[config.mk]
export PLATFORM = sky130hd
export DESIGN_NAME = switch_edge_debounce_gate_core_flat
export DESIGN_NICKNAME = d
export VERILOG_FILES = /design/src/sv/sedg_pkg.sv /design/src/sv/sedg_if.sv /design/src/sv/switch_edge_debounce_gate_core.sv /design/src/sv/sedg_lane.sv /design/src/sv/sedg_merge.sv /design/src/flat_wrapper.sv
export SDC_FILE = /design/constraint.sdc
export NUM_CORES = 2
export LEC_CHECK = 0
export BUFFER_PORTS_ARGS = -buffer_cell sky130_fd_sc_hd__buf_2
export CAP_MARGIN = 20
export CORE_MARGIN = 2
export CORE_UTILIZATION = 28
export CTS_CLUSTER_SIZE = 16
export DETAILED_ROUTE_END_ITERATION = 12
export SYNTH_ARGS = -nofsm -noshare
export SYNTH_HDL_FRONTEND = slang
export SYNTH_SLANG_ARGS = --single-unit
[constraint.sdc]
create_clock -name clock -period 13.17 [get_ports clock]
set_input_delay 1.9755 -clock clock [delete_from_list [all_inputs] [get_ports clock]]
set_output_delay 1.9755 -clock clock [all_outputs]
set_load 0.005 [all_outputs]
[src/sv/sedg_pkg.sv]
// Shared types and constants for the switch edge debounce gate.
// No dependencies; every other file takes names from here by scope.
`default_nettype none

package sedg_pkg;

   localparam int SW_WIDTH        = 24;
   localparam int TIME_WIDTH      = 16;
   localparam int CSR_INDEX_WIDTH = 3;
   localparam int CSR_DATA_WIDTH  = 24;

   localparam logic [TIME_WIDTH-1:0] SHORT_LOCKOUT_RESET = 16'd10;
   localparam logic [TIME_WIDTH-1:0] LONG_LOCKOUT_RESET  = 16'd25;

   typedef enum logic [CSR_INDEX_WIDTH-1:0] {
      CSR_ATTRACT_ENABLE = 3'd0,
      CSR_TILT_ENABLE    = 3'd1,
      CSR_LONG_SELECT    = 3'd2,
      CSR_SHORT_LOCKOUT  = 3'd3,
      CSR_LONG_LOCKOUT   = 3'd4
   } csr_index_type;

   typedef struct packed {
      logic                  take;
      logic [TIME_WIDTH-1:0] now_time;
      logic                  tilt_active;
      logic                  game_running;
      logic [TIME_WIDTH-1:0] short_lockout;
      logic [TIME_WIDTH-1:0] long_lockout;
   } shared_type;

   typedef struct packed {
      logic accept;
      logic fire;
   } lane_type;

   typedef struct packed {
      logic [SW_WIDTH-1:0] fired_mask;
      logic [SW_WIDTH-1:0] accepted_mask;
   } result_type;

endpackage

`default_nettype wire

[src/sv/sedg_if.sv]
// Valid/ready channel interfaces for scan requests and gate responses.
// Depends on sedg_pkg for field widths.
`default_nettype none

interface sedg_req_if;
   logic                            valid;
   logic                            ready;
   logic [sedg_pkg::SW_WIDTH-1:0]   raw_switches;
   logic [sedg_pkg::TIME_WIDTH-1:0] now_time;
   logic                            tilt_active;
   logic                            game_running;

   modport source (output valid, raw_switches, now_time, tilt_active, game_running,
                   input ready);
   modport sink   (input valid, raw_switches, now_time, tilt_active, game_running,
                   output ready);
endinterface

interface sedg_rsp_if;
   logic                          valid;
   logic                          ready;
   logic [sedg_pkg::SW_WIDTH-1:0] fired_mask;
   logic [sedg_pkg::SW_WIDTH-1:0] accepted_mask;

   modport source (output valid, fired_mask, accepted_mask, input ready);
   modport sink   (input valid, fired_mask, accepted_mask, output ready);
endinterface

`default_nettype wire

[src/sv/switch_edge_debounce_gate_core.sv]
// A response enters the output queue when its scan transaction is accepted and is presented after earlier ones.
// Throughput: one scan per cycle while the output queue is not full; every switch lane works in parallel, and a
// two-entry output queue keeps req_if.ready high while one response waits.
// Reset (synchronous, active high) clears the previous scan, every timestamp,
// the output queue and the control registers (lockouts return to 10 and 25).
// Depends on sedg_pkg, sedg_if, sedg_lane and sedg_merge.
`default_nettype none

module switch_edge_debounce_gate_core #(
   parameter int NUM_SWITCHES = 24
) (
   input  wire logic                                  clock,
   input  wire logic                                  reset,
   sedg_req_if.sink                                   req_if,
   sedg_rsp_if.source                                 rsp_if,
   input  wire logic                                  csr_we,
   input  wire logic [sedg_pkg::CSR_INDEX_WIDTH-1:0]  csr_index,
   input  wire logic [sedg_pkg::CSR_DATA_WIDTH-1:0]   csr_wdata
);

   localparam int LANES = (NUM_SWITCHES < sedg_pkg::SW_WIDTH) ?
                          NUM_SWITCHES : sedg_pkg::SW_WIDTH;
   localparam logic [sedg_pkg::SW_WIDTH-1:0] ACTIVE_MASK =
      sedg_pkg::SW_WIDTH'((64'd1 << LANES) - 64'd1);

   logic [sedg_pkg::SW_WIDTH-1:0]   attract_ff;
   logic [sedg_pkg::SW_WIDTH-1:0]   tilt_ff;
   logic [sedg_pkg::SW_WIDTH-1:0]   long_select_ff;
   logic [sedg_pkg::TIME_WIDTH-1:0] short_lockout_ff;
   logic [sedg_pkg::TIME_WIDTH-1:0] long_lockout_ff;
   logic [sedg_pkg::SW_WIDTH-1:0]   prev_scan_ff;
   logic [sedg_pkg::SW_WIDTH-1:0]   prev_scan_in;
   logic                            take;
   logic                            merge_ready;
   sedg_pkg::shared_type            shared;
   sedg_pkg::lane_type              lanes [sedg_pkg::SW_WIDTH];

   assign req_if.ready = merge_ready;
   assign take         = req_if.valid && merge_ready;
   assign prev_scan_in = req_if.raw_switches & ACTIVE_MASK;

   assign shared.take          = take;
   assign shared.now_time      = req_if.now_time;
   assign shared.tilt_active   = req_if.tilt_active;
   assign shared.game_running  = req_if.game_running;
   assign shared.short_lockout = short_lockout_ff;
   assign shared.long_lockout  = long_lockout_ff;

   always_ff @(posedge clock) begin
      if (reset) begin
         attract_ff       <= '0;
         tilt_ff          <= '0;
         long_select_ff   <= '0;
         short_lockout_ff <= sedg_pkg::SHORT_LOCKOUT_RESET;
         long_lockout_ff  <= sedg_pkg::LONG_LOCKOUT_RESET;
      end else if (csr_we) begin
         unique case (sedg_pkg::csr_index_type'(csr_index))
            sedg_pkg::CSR_ATTRACT_ENABLE: attract_ff     <= csr_wdata;
            sedg_pkg::CSR_TILT_ENABLE:    tilt_ff        <= csr_wdata;
            sedg_pkg::CSR_LONG_SELECT:    long_select_ff <= csr_wdata;
            sedg_pkg::CSR_SHORT_LOCKOUT: begin
               short_lockout_ff <= csr_wdata[sedg_pkg::TIME_WIDTH-1:0];
            end
            sedg_pkg::CSR_LONG_LOCKOUT: begin
               long_lockout_ff <= csr_wdata[sedg_pkg::TIME_WIDTH-1:0];
            end
            default: ;
         endcase
      end
   end

   always_ff @(posedge clock) begin
      if (reset) begin
         prev_scan_ff <= '0;
      end else if (take) begin
         prev_scan_ff <= prev_scan_in;
      end
   end

   for (genvar i = 0; i < sedg_pkg::SW_WIDTH; i++) begin : g_lane
      if (i < LANES) begin : g_active
         sedg_lane u_lane (
            .clock          (clock),
            .reset          (reset),
            .shared         (shared),
            .raw_bit        (req_if.raw_switches[i]),
            .prev_bit       (prev_scan_ff[i]),
            .long_select    (long_select_ff[i]),
            .tilt_enable    (tilt_ff[i]),
            .attract_enable (attract_ff[i]),
            .lane           (lanes[i])
         );
      end else begin : g_unused
         assign lanes[i] = '0;
      end
   end

   sedg_merge u_merge (
      .clock  (clock),
      .reset  (reset),
      .push   (take),
      .lanes  (lanes),
      .ready  (merge_ready),
      .rsp_if (rsp_if)
   );

endmodule

`default_nettype wire

[src/sv/sedg_lane.sv]
// One switch lane: edge detect, lockout compare, timestamp and mode gating.
// Depends on sedg_pkg for the shared control and lane result structs.
`default_nettype none

module sedg_lane (
   input  wire logic                 clock,
   input  wire logic                 reset,
   input  wire sedg_pkg::shared_type shared,
   input  wire logic                 raw_bit,
   input  wire logic                 prev_bit,
   input  wire logic                 long_select,
   input  wire logic                 tilt_enable,
   input  wire logic                 attract_enable,
   output      sedg_pkg::lane_type   lane
);

   logic [sedg_pkg::TIME_WIDTH-1:0] stamp_ff;
   logic [sedg_pkg::TIME_WIDTH-1:0] stamp_in;
   logic [sedg_pkg::TIME_WIDTH-1:0] lockout;
   logic [sedg_pkg::TIME_WIDTH-1:0] elapsed;
   logic                            edge_seen;
   logic                            accept;

   assign lockout   = long_select ? shared.long_lockout : shared.short_lockout;
   assign elapsed   = shared.now_time - stamp_ff;
   assign edge_seen = raw_bit & ~prev_bit;
   assign accept    = edge_seen && (elapsed > lockout);

   assign lane.accept = accept;
   assign lane.fire   = accept && (!shared.tilt_active || tilt_enable)
                               && (shared.game_running || attract_enable);

   assign stamp_in = (shared.take && accept) ? shared.now_time : stamp_ff;

   always_ff @(posedge clock) begin
      if (reset) begin
         stamp_ff <= '0;
      end else begin
         stamp_ff <= stamp_in;
      end
   end

endmodule

`default_nettype wire

[src/sv/sedg_merge.sv]
// Merge of lane results into response masks, held in a two-entry output queue.
// Depends on sedg_pkg and the sedg_rsp_if channel interface.
`default_nettype none

module sedg_merge (
   input  wire logic               clock,
   input  wire logic               reset,
   input  wire logic               push,
   input  wire sedg_pkg::lane_type lanes [sedg_pkg::SW_WIDTH],
   output      logic               ready,
   sedg_rsp_if.source              rsp_if
);

   sedg_pkg::result_type entry_ff [2];
   sedg_pkg::result_type merged;
   logic [1:0]           count_ff;
   logic [1:0]           count_in;
   logic                 wr_ptr_ff;
   logic                 rd_ptr_ff;
   logic                 pop;

   always_comb begin
      for (int i = 0; i < sedg_pkg::SW_WIDTH; i++) begin
         merged.fired_mask[i]    = lanes[i].fire;
         merged.accepted_mask[i] = lanes[i].accept;
      end
   end

   assign ready                = (count_ff != 2'd2);
   assign pop                  = rsp_if.valid && rsp_if.ready;
   assign rsp_if.valid         = (count_ff != 2'd0);
   assign rsp_if.fired_mask    = entry_ff[rd_ptr_ff].fired_mask;
   assign rsp_if.accepted_mask = entry_ff[rd_ptr_ff].accepted_mask;

   always_comb begin
      count_in = count_ff;
      if (push && !pop) begin
         count_in = count_ff + 2'd1;
      end else if (pop && !push) begin
         count_in = count_ff - 2'd1;
      end
   end

   always_ff @(posedge clock) begin
      if (push) begin
         entry_ff[wr_ptr_ff] <= merged;
      end
   end

   always_ff @(posedge clock) begin
      if (reset) begin
         count_ff  <= '0;
         wr_ptr_ff <= 1'b0;
         rd_ptr_ff <= 1'b0;
      end else begin
         count_ff <= count_in;
         if (push) begin
            wr_ptr_ff <= ~wr_ptr_ff;
         end
         if (pop) begin
            rd_ptr_ff <= ~rd_ptr_ff;
         end
      end
   end

endmodule

`default_nettype wire

[src/flat_wrapper.sv]
// flat-port wrapper written by rule: the top's interface ports become plain ports
module switch_edge_debounce_gate_core_flat 
#(
   parameter int NUM_SWITCHES = 24
)
  (clock, reset, csr_we, csr_index, csr_wdata, req_if_valid, req_if_raw_switches, req_if_now_time, req_if_tilt_active, req_if_game_running, req_if_ready, rsp_if_valid, rsp_if_fired_mask, rsp_if_accepted_mask, rsp_if_ready);
  sedg_req_if req_if_i ();
  sedg_rsp_if rsp_if_i ();
  input  wire logic clock;
  input  wire logic reset;
  input  wire logic csr_we;
  input  wire logic [sedg_pkg::CSR_INDEX_WIDTH-1:0] csr_index;
  input  wire logic [sedg_pkg::CSR_DATA_WIDTH-1:0] csr_wdata;
  input wire logic [$bits(req_if_i.valid)-1:0] req_if_valid;
  input wire logic [$bits(req_if_i.raw_switches)-1:0] req_if_raw_switches;
  input wire logic [$bits(req_if_i.now_time)-1:0] req_if_now_time;
  input wire logic [$bits(req_if_i.tilt_active)-1:0] req_if_tilt_active;
  input wire logic [$bits(req_if_i.game_running)-1:0] req_if_game_running;
  output wire logic [$bits(req_if_i.ready)-1:0] req_if_ready;
  output wire logic [$bits(rsp_if_i.valid)-1:0] rsp_if_valid;
  output wire logic [$bits(rsp_if_i.fired_mask)-1:0] rsp_if_fired_mask;
  output wire logic [$bits(rsp_if_i.accepted_mask)-1:0] rsp_if_accepted_mask;
  input wire logic [$bits(rsp_if_i.ready)-1:0] rsp_if_ready;
  assign req_if_i.valid = req_if_valid;
  assign req_if_i.raw_switches = req_if_raw_switches;
  assign req_if_i.now_time = req_if_now_time;
  assign req_if_i.tilt_active = req_if_tilt_active;
  assign req_if_i.game_running = req_if_game_running;
  assign req_if_ready = req_if_i.ready;
  assign rsp_if_valid = rsp_if_i.valid;
  assign rsp_if_fired_mask = rsp_if_i.fired_mask;
  assign rsp_if_accepted_mask = rsp_if_i.accepted_mask;
  assign rsp_if_i.ready = rsp_if_ready;
  switch_edge_debounce_gate_core #(.NUM_SWITCHES(NUM_SWITCHES)) u_core (.clock(clock), .reset(reset), .req_if(req_if_i), .rsp_if(rsp_if_i), .csr_we(csr_we), .csr_index(csr_index), .csr_wdata(csr_wdata));
endmodule
==> metrics.md <==
| Metric | Value |
|---|---|
| Clock sink count | `613` |
| Die H | `433.9 µm` |
| Nature of the critical path endpoint | `flip-flop` |
| Worst setup slack before clock tree synthesis | `about 5 ns` |
| Clock Skew | `~0.030 ns` |
| Post-Route Utilization | `0.3114` |
| Average routed wire per standard cell | `19.30 µm` |
| Final hold slack | `0.4488 ns` |
| Layout cells sized above 1 | `0.08316` |
| Maximum number of pins on one net before global-route repair | `around 110` |
| Post-cts repair resize count | `0` |
| DRT Pass-1 Iters | `6` |
| RSZ-0062 raised after global routing | `false` |
| Count of input and output buffers | `123` |
| Total power per unit cell area | `130.2 nW/µm²` |
| Startpoint of the most critical register-to-register path | `u_core.g_lane[23].g_active.u_lane.stamp_ff[0]$_SDFFE_PP0P_` |
| Net count, final | `6700` |
| Number of hold buffers added after CTS | `0` |
| Fraction of the cycle the final worst path needs | `0.5727` |
| Number of different library cells in the post-synthesis netlist | `78` |
| Highest attainable clock frequency | `approximately 0.13 GHz` |
| Critical path data required time | `13.71 ns` |
| CP delay by family, top | `compound AO/OA/AOI/OAI gates` |
| Logic depth of the worst register-to-register path | `18` |
| Setup violation total in the final timing report | `0` |
| Routability Congestion | `0.8775` |
| Total congestion overflow after global routing | `0` |
| Post-Syn Nets | `6728` |
| Global Route Usage Sum | `0.1675` |
| Clock Pin Slew Worst Setup and Hold Paths | `0.06 ns` |
| Final antenna-violating net count | `0` |
| Library cell with the largest summed area after synthesis | `dfxtp_1` |
| Core area | `183300 µm²` |
| Count of state elements after synthesis | `613` |
| Routed via count | `42730` |
| Number of maximum-capacitance constraint violations | `0` |
| Worst slew pin tran | `about 1.2 ns` |
| Ordered list of cells on the worst path | `buf_2 > inv_1 > buf_4 > ha_1 > fa_1 > nor2b_1 > o21ai_0 > a21boi_0 > o211ai_1 > a21boi_0 > o211a_1 > mux2i_1 > a221oi_1 > ha_1 > nand4_1 > or3_1 > o221ai_1 > nor3b_1 > o221a_2` |
| Std cell rows | `roughly 160` |
| Initial core utilization | `0.2823` |
| Critical path type | `input pin to flip-flop` |
| Worst min-delay path endpoint | `u_core.prev_scan_ff[12]$_SDFFE_PP0P_` |
| Top cells by area, synth | `dfxtp_1 (20%), ha_1 (18%), mux2i_1 (14%), edfxtp_1 (5.6%), nor2_1 (4.1%)` |
| Final TNS setup | `0 ns` |
| Number of cells after detailed placement | `8245` |
| Crit path largest cell delay | `0.93 ns` |
| Number of hold violations in the final report | `0` |
| Arrival time of the worst setup path | `8.08 ns` |
| Number of global-route vias before repair | `40830` |
| Number of synthesized flops with an enable pin | `96` |
| Placed wire-length estimate after detailed placement | `107500 µm` |
| Clk Tree Root Cell | `clkbuf_16` |
| Initial antenna violation count | `14` |
| Share of synthesized area occupied by flip-flops and latches | `0.2557` |
| Minimum setup slack among reg-to-reg paths | `8.16 ns` |
| Wire length on met1 | `70020 µm` |
| Inserted Clock Buffers | `73` |
| Top fanout value on the critical path | `25` |
| Area Growth Syn to Fin | `10.31%` |
| Gate count of the mapped netlist | `5885` |
| Proportion of register bits with asynchronous set or reset after synthesis | `0` |
| Most used DFF post-synth | `dfxtp_1` |
| Post-Syn Area | `around 52000 µm²` |
| R2r endpoint | `u_core.g_lane[23].g_active.u_lane.stamp_ff[3]$_SDFFE_PP0P_` |
| Detailed Route Iter0 Violations | `2977` |
| Headroom to the max-slew limit | `0.2290` |
| Routed length on met3 | `between 10000 and 15000 µm` |
| Path category of the worst min-delay check | `flip-flop to flip-flop` |
| Crit path buffers/inverters | `3` |
| Global-route wire length before repair | `243800 µm` |
| Total Die Area | `188300 µm²` |
| Post-Route WL | `around 160000 µm` |
| Max stage delay cell, worst path | `nor3b_1` |
| Type of element launching the critical path | `input pin` |
| Leakage power summed over all cells | `0.02414 µW` |
| Final routed DRC violation total | `0` |
| Worst Slack Setup Final | `5.627 ns` |
| Max Used Layer | `met5` |
| Ratio of routed vias to standard cells | `5.097` |
| IR drop worst, VDD | `about 0.000099 V` |
| Launch point of the worst hold path | `u_core.prev_scan_ff[12]$_SDFFE_PP0P_` |
| Number of buffers inserted to repair setup after CTS | `0` |
| Number of max-slew violations in the final report | `0` |
| I/O pin total | `124` |
| Number of H-tree levels | `3` |
| Synthesized area per cell | `8.793 µm²` |
| Maximum buffer depth of the clock tree | `3` |
| Count of cells along the worst hold path | `2` |
| Met2 wire length | `74240 µm` |
| CTS tree | `done` |
| Filler-free cell count of the finished design | `8383` |
| Filler Cell Count | `roughly 19000` |
| Run status | `completed` |
| Die W | `433.9 µm` |
| Clock period minus worst slack | `roughly 7.5 ns` |
| Fraction of synthesized cell area taken by the top area cell type | `0.2000` |
| Number of warning messages in the yosys log | `0` |
| Clock latency reported for the late side of the worst-skew pair | `0.68 ns` |
[metal layers]
layer / vias up / track usage
met5: - / 0
met4: 2 / 0.06729
met2: 1257 / 0.2832
li1: 20750 / -
met3: 320 / 0.02310
met1: 20400 / 0.2134
[stage by stage]
| step | area (µm²) | power (µW) |
|---|---|---|
| final | 57080 | 7432 |
| after global routing | 57070 | 7941 |
| after CTS | 57060 | 7472 |
| after detailed placement | 54550 | 5293 |
| after global placement | 54520 | 5205 |
| after floorplan | 51750 | 4553 |
[logic make-up after synthesis]
kind of cell,count (synthesis),share of synthesized area
compound gates,1168,0.1483
xor+xnor,310,0.05247
fa+ha+maj,769,0.1894
buf+inv,753,0.06308
flops,613,0.2557
mux,810,0.1584
simple gates,1462,0.1326
[cells in the final DEF, fill, tap and decap left out, types with 78 or more instances in the layout]
cell,instances
nand4_1,85
buf_2,121
o21ai_0,134
a21o_1,275
buf_4,82
dfxtp_1,496
edfxtp_1,96
a21oi_1,408
ha_1,745
xnor2_1,238
mux2i_1,738
nor2_1,563
inv_1,442
nor2b_1,84
nand2_1,354
nand3_1,78
[flip-flops by register name, indices dropped and copies added, names as in the netlist, 2 cells and up, named ones only]
signal / flops
u_core.g_lane.g_active.u_lane.stamp_ff: 384
u_core.u_merge.entry_ff: 96
u_core.attract_ff: 24
u_core.long_select_ff: 24
u_core.prev_scan_ff: 24
u_core.tilt_ff: 24
u_core.long_lockout_ff: 16
u_core.short_lockout_ff: 16
u_core.u_merge.count_ff: 2
[synthesized netlist by cell type, types with 12 or more instances]
cell type	n
o21bai_1	12
nand3_1	78
nand2b_1	58
mux2_2	72
a221oi_1	16
o221ai_1	19
clkbuf_8	22
or3_1	37
nand2_1	355
o211a_1	21
mux2i_1	738
dfxtp_1	517
a21boi_0	23
and3_1	39
fa_1	24
o21a_1	77
and2_1	16
ha_1	745
o221a_2	24
nor2_1	565
a211o_1	17
inv_1	443
a21o_1	275
nor3_1	54
nand3_2	15
a31oi_1	32
nand4_1	85
nor2b_1	84
buf_2	21
a21oi_1	408
edfxtp_1	96
or2_2	14
clkbuf_1	237
o21ai_0	134
xnor2_1	238
xor2_1	72
and4_1	27
[where the power goes]
group	switching, µW	leakage [µW]	internal, µW
clock network	890	0.00123	1260
registers	97.2	0.00513	2120
logic	1700	0.0178	1360
total	2690	0.0241	4750
[area by class of cell]
cell class / instances / area (µm²) / share of cell area
multi-input cells: 4519 / 35280 / 0.6180
repair buffers: 206 / 1275 / 0.02234
flip-flops and latches: 613 / 13260 / 0.2323
diodes: 3 / 7.507 / 0.0001315
well taps: 2464 / 3083 / 0.05401
clock buffers: 94 / 1996 / 0.03496
clock inverters: 40 / 515.5 / 0.009031
inverters: 444 / 1668 / 0.02922
[worst register-to-register path: stages (launching register included)]
cell      delay (ns)
dfxtp_1         0.31
ha_1            0.24
fa_1            0.42
nor2b_1         0.13
o21ai_0         0.11
a21boi_0        0.26
o21ai_0         0.18
o21ai_0         0.45
a221o_1         0.23
a21oi_1         0.08
xnor2_1         0.13
ha_1            0.30
and4_1          0.20
nand4_1         0.16
or3_1           0.43
o221ai_1        0.29
nand3_2         0.55
mux2i_1         0.36
nor2_1          0.06
[how the worst max path moves through the flow]
| stage | depth (start not counted) | end | start |
|---|---|---|---|
| after detailed placement | 21 | u_core.g_lane[4].g_active.u_lane.stamp_ff[2]$_SDFFE_PP0P_ | req_if_now_time[0] |
| after CTS | 21 | u_core.g_lane[4].g_active.u_lane.stamp_ff[2]$_SDFFE_PP0P_ | req_if_now_time[0] |
| after floorplan | 22 | u_core.g_lane[10].g_active.u_lane.stamp_ff[10]$_SDFFE_PP0P_ | req_if_now_time[1] |
| after global routing | 21 | u_core.g_lane[3].g_active.u_lane.stamp_ff[4]$_SDFFE_PP0P_ | req_if_now_time[0] |
| final | 19 | u_core.u_merge.entry_ff[1][33]$_DFFE_PP_ | req_if_now_time[0] |
| after global placement | 21 | u_core.g_lane[14].g_active.u_lane.stamp_ff[5]$_SDFFE_PP0P_ | req_if_now_time[0] |
Power figures use the tool's default switching activity.
